$ cat src/design/rotation_matrix_to_quaternion_core_macros.svh
// Assertion macros shared by the rotation matrix to quaternion RTL.
`ifndef ROTATION_MATRIX_TO_QUATERNION_CORE_MACROS_SVH
`define ROTATION_MATRIX_TO_QUATERNION_CORE_MACROS_SVH

// A condition that holds at every clock edge outside reset.
`define RMQ_ASSERT_ALWAYS(lbl, expr) \
	lbl: assert property (@(posedge clk) disable iff (!arst_n) (expr)) \
		else $error("rmq invariant violated");

// A consequence that holds in the same cycle as its cause.
`define RMQ_ASSERT_IMPL(lbl, ante, cons) \
	lbl: assert property (@(posedge clk) disable iff (!arst_n) (ante) |-> (cons)) \
		else $error("rmq implication violated");

// A consequence that holds in the cycle after its cause.
`define RMQ_ASSERT_NEXT(lbl, ante, cons) \
	lbl: assert property (@(posedge clk) disable iff (!arst_n) (ante) |=> (cons)) \
		else $error("rmq next-cycle implication violated");

`endif

$ cat src/design/rmq_pkg.sv
// Shared constants, widths and types of the rotation matrix to quaternion core.
`default_nettype none
package rmq_pkg;
	localparam int FRAC_BITS = 16;
	localparam int FW = 18;
	// Numerators are sums or differences of two fields.
	localparam int NW = FW + 1;
	// Magnitude width of the root argument s.
	localparam int SW = ((FRAC_BITS > FW + 1) ? FRAC_BITS : FW + 1) + 1;
	localparam int RADW0 = SW + FRAC_BITS;
	localparam int RADW = RADW0 + (RADW0 % 2);
	localparam int ROOTW = RADW / 2;
	localparam int REMW = ROOTW + 2;
	localparam int DW = NW + FRAC_BITS + 1;
	localparam int DVW = ROOTW + 1;
	localparam int QB = FW;

	typedef enum logic [1:0] {
		SEL_X = 2'd0,
		SEL_Y = 2'd1,
		SEL_Z = 2'd2,
		SEL_W = 2'd3
	} sel_t;

	typedef struct packed {
		sel_t sel;
		logic signed [NW-1:0] na;
		logic signed [NW-1:0] nb;
		logic signed [NW-1:0] nc;
	} side_t;

	typedef struct packed {
		sel_t sel;
		logic rzero;
		logic [ROOTW-2:0] half;
		logic [2:0] negres;
		logic [2:0] nz;
	} dside_t;

	typedef struct packed {
		logic signed [FW-1:0] qx;
		logic signed [FW-1:0] qy;
		logic signed [FW-1:0] qz;
		logic signed [FW-1:0] qw;
		logic sat;
	} qout_t;
endpackage
`default_nettype wire

$ cat src/design/rmq_sqrt.sv
// Pipelined integer square root, one root bit per stage, with side data.
`default_nettype none
module rmq_sqrt (
	input  logic clk,
	input  logic arst_n,
	input  logic en,
	input  logic in_v,
	input  logic [rmq_pkg::RADW-1:0] rad,
	input  rmq_pkg::side_t side_i,
	output logic out_v,
	output logic [rmq_pkg::ROOTW-1:0] root,
	output rmq_pkg::side_t side_o
);
	import rmq_pkg::*;

	logic v_s [1:ROOTW];
	logic [ROOTW-1:0] root_s [1:ROOTW];
	side_t side_s [1:ROOTW];
	logic [RADW-1:0] rad_s [1:ROOTW-1];
	logic [REMW-1:0] rem_s [1:ROOTW-1];

	for (genvar k = 0; k < ROOTW; k++) begin : g_stage
		logic cur_v;
		logic [RADW-1:0] cur_rad;
		logic [REMW-1:0] cur_rem;
		logic [ROOTW-1:0] cur_root;
		side_t cur_side;
		logic [REMW-1:0] rem_sh;
		logic [REMW-1:0] trial;
		logic ge;

		if (k == 0) begin : g_first
			assign cur_v = in_v;
			assign cur_rad = rad;
			assign cur_rem = '0;
			assign cur_root = '0;
			assign cur_side = side_i;
		end else begin : g_rest
			assign cur_v = v_s[k];
			assign cur_rad = rad_s[k];
			assign cur_rem = rem_s[k];
			assign cur_root = root_s[k];
			assign cur_side = side_s[k];
		end

		// Bring down the next two radicand bits and try root*4+1.
		assign rem_sh = {cur_rem[REMW-3:0], cur_rad[RADW-1 -: 2]};
		assign trial = {cur_root, 2'b01};
		assign ge = (rem_sh >= trial);

		always_ff @(posedge clk or negedge arst_n) begin
			if (!arst_n) begin
				v_s[k+1] <= 1'b0;
			end else if (en) begin
				v_s[k+1] <= cur_v;
			end
		end

		always_ff @(posedge clk) begin
			if (en) begin
				root_s[k+1] <= {cur_root[ROOTW-2:0], ge};
				side_s[k+1] <= cur_side;
			end
		end

		if (k < ROOTW - 1) begin : g_carry
			always_ff @(posedge clk) begin
				if (en) begin
					rad_s[k+1] <= cur_rad << 2;
					rem_s[k+1] <= ge ? (rem_sh - trial) : rem_sh;
				end
			end
		end
	end

	assign out_v = v_s[ROOTW];
	assign root = root_s[ROOTW];
	assign side_o = side_s[ROOTW];
endmodule
`default_nettype wire

$ cat config.mk
export PLATFORM = sky130hd
export DESIGN_NAME = rmq_sqrt
export DESIGN_NICKNAME = d
export VERILOG_FILES = /design/src/design/rotation_matrix_to_quaternion_core_macros.svh /design/src/design/rmq_pkg.sv /design/src/design/rmq_sqrt.sv
export SDC_FILE = /design/constraint.sdc
export NUM_CORES = 2
export LEC_CHECK = 0
export ABC_AREA = 1
export BUFFER_PORTS_ARGS = -buffer_cell sky130_fd_sc_hd__buf_2
export CELL_PAD_IN_SITES_DETAIL_PLACEMENT = 1
export CELL_PAD_IN_SITES_GLOBAL_PLACEMENT = 1
export CORE_MARGIN = 8
export CORE_UTILIZATION = 47
export DETAILED_ROUTE_END_ITERATION = 16
export PLACE_DENSITY = 0.75
export SETUP_SLACK_MARGIN = 0.5
export SLEW_MARGIN = 20
export SYNTH_ARGS = -nofsm -noshare
export SYNTH_HDL_FRONTEND = slang
export SYNTH_SLANG_ARGS = --single-unit
$ cat constraint.sdc
create_clock -name clk -period 2.2 [get_ports clk]
set_clock_uncertainty 0.1 [all_clocks]
set_input_delay 0.44 -clock clk [delete_from_list [all_inputs] [get_ports clk]]
set_output_delay 0.44 -clock clk [all_outputs]
set_load 0.1 [all_outputs]
==> run metrics <==
outcome finished, violations left; violated checks negative setup slack; vias in the first global route 43956; clk root buf clkbuf_16; post-synthesis to final-layout area growth 29.8%; Syn Inst Count 5027; final wirelength roughly 170000 um; clock latency at the later pin of the worst-skew pair 0.83 ns; Reg2Reg Setup Slack -0.32 ns; biggest fanout along the worst timing path 7; highest ir drop seen on vdd 0.743 mV; min setup slack post-route -0.323 ns; area of the multi-input gates 19100 um^2; vias after detailed routing 41891; kind of launch point of the worst setup path register; count of pins on the block boundary 177; count of buffering cells on the critical path with inverters included 4; Die Span Y 406 um; fraction of registers with async set/reset 0.977%; cell area after synthesis about 71000 um^2; fraction of final layout cells sized beyond drive strength 1 34.4%; Post-Route Setup TNS -5.27 ns; maximum number of pins on one net before global-route repair 110; number of sinks handled by clock tree synthesis roughly 1800; number of gates on the worst path with buffers counted 14; data arrival time of the critical path ~3 ns; post-DP HPWL ~100000 um; WP data required approximately 2.7 ns; max-cap violation count 0; slew of the pin with the lowest slew margin 0.894 ns; num rows 143; number of register bits inferred by synthesis 1843; unrepaired setup endpoints after global routing yes; initial antenna violation count 1; Yosys top cell area share 76.7%; non-filler instance count after layout 8257; Num CTS Buffers 184; Final Slew Violations 0; endpoint kind of the worst setup timing path register; Most used DFF post-synth edfxtp_1; cell with the largest stage delay on the worst path edfxtp_1; sequential-to-total area share from yosys stat 77.3%; first-pass GRT wire length 243000 um; DRC viols 0; post-synthesis cell type with the largest combined area edfxtp_1; Hold Crit Class primary input to register; Vias/cell around 5.1; post-detailed-route wirelength per cell 20.4 um; total routing resource utilization after global routing roughly a fifth; most area-consuming cells after synthesis edfxtp_1, nand2_1, ha_1; number of nets with antenna violations after routing 0; Final #Nets 6371; Initial Utilization 47.2%; CTS tree built; Net Count, Synth 5316; achievable clock frequency 0.396 GHz; area of the core between 150000 and 200000 um^2; Final GP Congestion between 0.8 and 0.9; share of the core filled with cells in the final layout 61.2%; register area 55300 um^2; final hold slack 0.230 ns; fraction of the cycle the final worst path needs 115%; clock edge transition at the registers on the reported setup and hold paths 0.07 ns; Placed Cells ~7500; number of fillers in the final layout 14149; Max-slew headroom 40.2%; die boundary width 406 um; cell with the most instances on the worst path nand2_1; type of the worst setup path register to register; start of the worst register-to-register path root_s[0][292]; Synth warnings 0; CTS HTree Levels 4; quantity of I/O buffers inserted on ports between 150 and 200; termination of the worst setup path rem_s[0][345]; Detailed Route Iter0 Violations 2429; gr ovfl total 0; Critical Path Max Stage Delay 0.42 ns; reg2reg path depth 14; shortest period the worst path allows 2.52 ns; clock buffer depth 3; hold violation count in the final report 0; Power Density 960 nW/um^2; CP delay by family, top simple AND/OR/NAND/NOR gates; number of antenna repair diodes 0; cell-by-cell listing of the critical path inv_1 > ha_4 > nand2_2 > inv_2 > nand2_4 > nor2_2 > nand2_1 > nand3b_1 > nand2_2 > nand2_8 > buf_12 > buf_12 > nand2_1 > nand2_1; number of optimization iterations in the first detailed-route pass 5; Syn Area/Cell 14.2 um^2; Final setup violation count 40; P_leak 35.9 nW; launch point of the worst path root_s[0][292]; Netlist cell types 53; endpoint of the most critical register-to-register path rem_s[0][345]; number of enable flip-flop cells after synthesis 1825; area of the die 165000 um^2
==> what timing repair did <==
item | in CTS | in global routing
hold buffers | 100 | 0
hold endpoints to repair | 117 | 0
setup endpoints to repair | 378 | 378
resized for setup | 404 | 567
setup buffers | 172 | 145
gates cloned | 15 | 7
pin swaps | 171 | 229
==> cell families (layout without fill, tap and decap cells) <==
group                    count (synthesis)  in the layout  synth area share (%)
AO/OA/AOI/OAI                          394            394                  3.15
XOR/XNOR                               122            122                  1.49
multiplexers                             2              2                0.0315
adder cells (fa/ha/maj)                190            190                  3.33
flip-flops                            1843           1843                  77.3
AND/OR/NAND/NOR                       1895           1900                  11.4
other                                    1              1               0.00525
buffers and inverters                  580           1775                  3.31
==> cells in the mapped netlist, drive strengths merged (2+ instances only) <==
cell type	count
nor2	328
mux2	2
xnor2	42
o21ai	148
nand4	49
dfrtp	18
o21a	6
clkbuf	5
xor2	80
nand3	223
buf	26
a21boi	3
nand2	1180
a211oi	2
edfxtp	1825
a21o	2
o21bai	8
and3	4
ha	190
and2	7
nor4	2
nor3	41
or2	8
a21oi	221
nand3b	51
inv	549
==> worst reg2reg max path, cell delays in order, from the launching register on <==
cell	delay, ns
edfxtp_1	0.42
inv_1	0.17
ha_4	0.25
nand2_2	0.08
inv_2	0.07
nand2_4	0.08
nor2_2	0.05
nand2_1	0.08
nand3b_1	0.17
nand2_2	0.18
nand2_8	0.11
buf_12	0.15
buf_12	0.14
nand2_1	0.11
nand2_1	0.09
==> cell type report <==
class / count / share of cell area [%]
inverter: 549 / 2.34
clock buffer: 214 / 5.09
multi-input combinational: 2609 / 20.6
tap: 2030 / 2.74
clock inverter: 117 / 1.31
timing repair inverter: 9 / 0.0985
sequential: 1843 / 59.6
timing repair buffer: 886 / 8.26
==> where the power goes <==
group	switching [mW]	internal [mW]
sequential	1.62	42.0
clock	13.6	17.1
combinational	8.81	6.05
==> state kept, by name, summed over array words and instances (netlist names) <==
| signal | cells |
|---|---|
| g_stage.cur_v | 17 |
| rad_s | 306 |
| out_v | 1 |
| rem_s | 286 |
| root_s | 171 |
| side_s | 1062 |
==> through the flow <==
step | worst slack, ns | power (mW) | cell area (um^2)
final | -0.323 | 89.0 | 92700
after global routing | -0.415 | 92.3 | 92700
after CTS | 0.00723 | 87.6 | 89500
after detailed placement | -0.141 | 55.1 | 79600
after global placement | -0.178 | 54.4 | 79600
after floorplan | 0.239 | 50.6 | 73900
==> worst min path at each step <==
stage                    start                 to  slack, ns  cells past startpoint
finish              side_i[24]      side_s[0][83]       0.23                      2
global route           rad[23]       rad_s[0][57]       0.18                      2
CTS                    rad[23]       rad_s[0][57]       0.16                      2
detailed placement      arst_n              out_v       0.30                      1
global placement        arst_n              out_v       0.27                      1
floorplan               arst_n  g_stage[10].cur_v       0.04                      0
==> cell usage in the layout (no fill, tap or decap), types with 104 or more instances in the layout <==
master,count
clkbuf_16,188
nand3_1,156
nand2_2,265
a21oi_2,108
nand2_4,104
nor2_1,230
buf_4,500
buf_2,145
edfxtp_1,1825
inv_2,128
ha_4,134
nand2_1,807
inv_1,402
==> per-layer routing <==
metal	GRT usage, %	wire, um
met2	34.0	88800
met5	0	0
met4	6.75	5710
met3	2.54	5760
met1	22.8	68000
(Power assumes the default switching activity.)
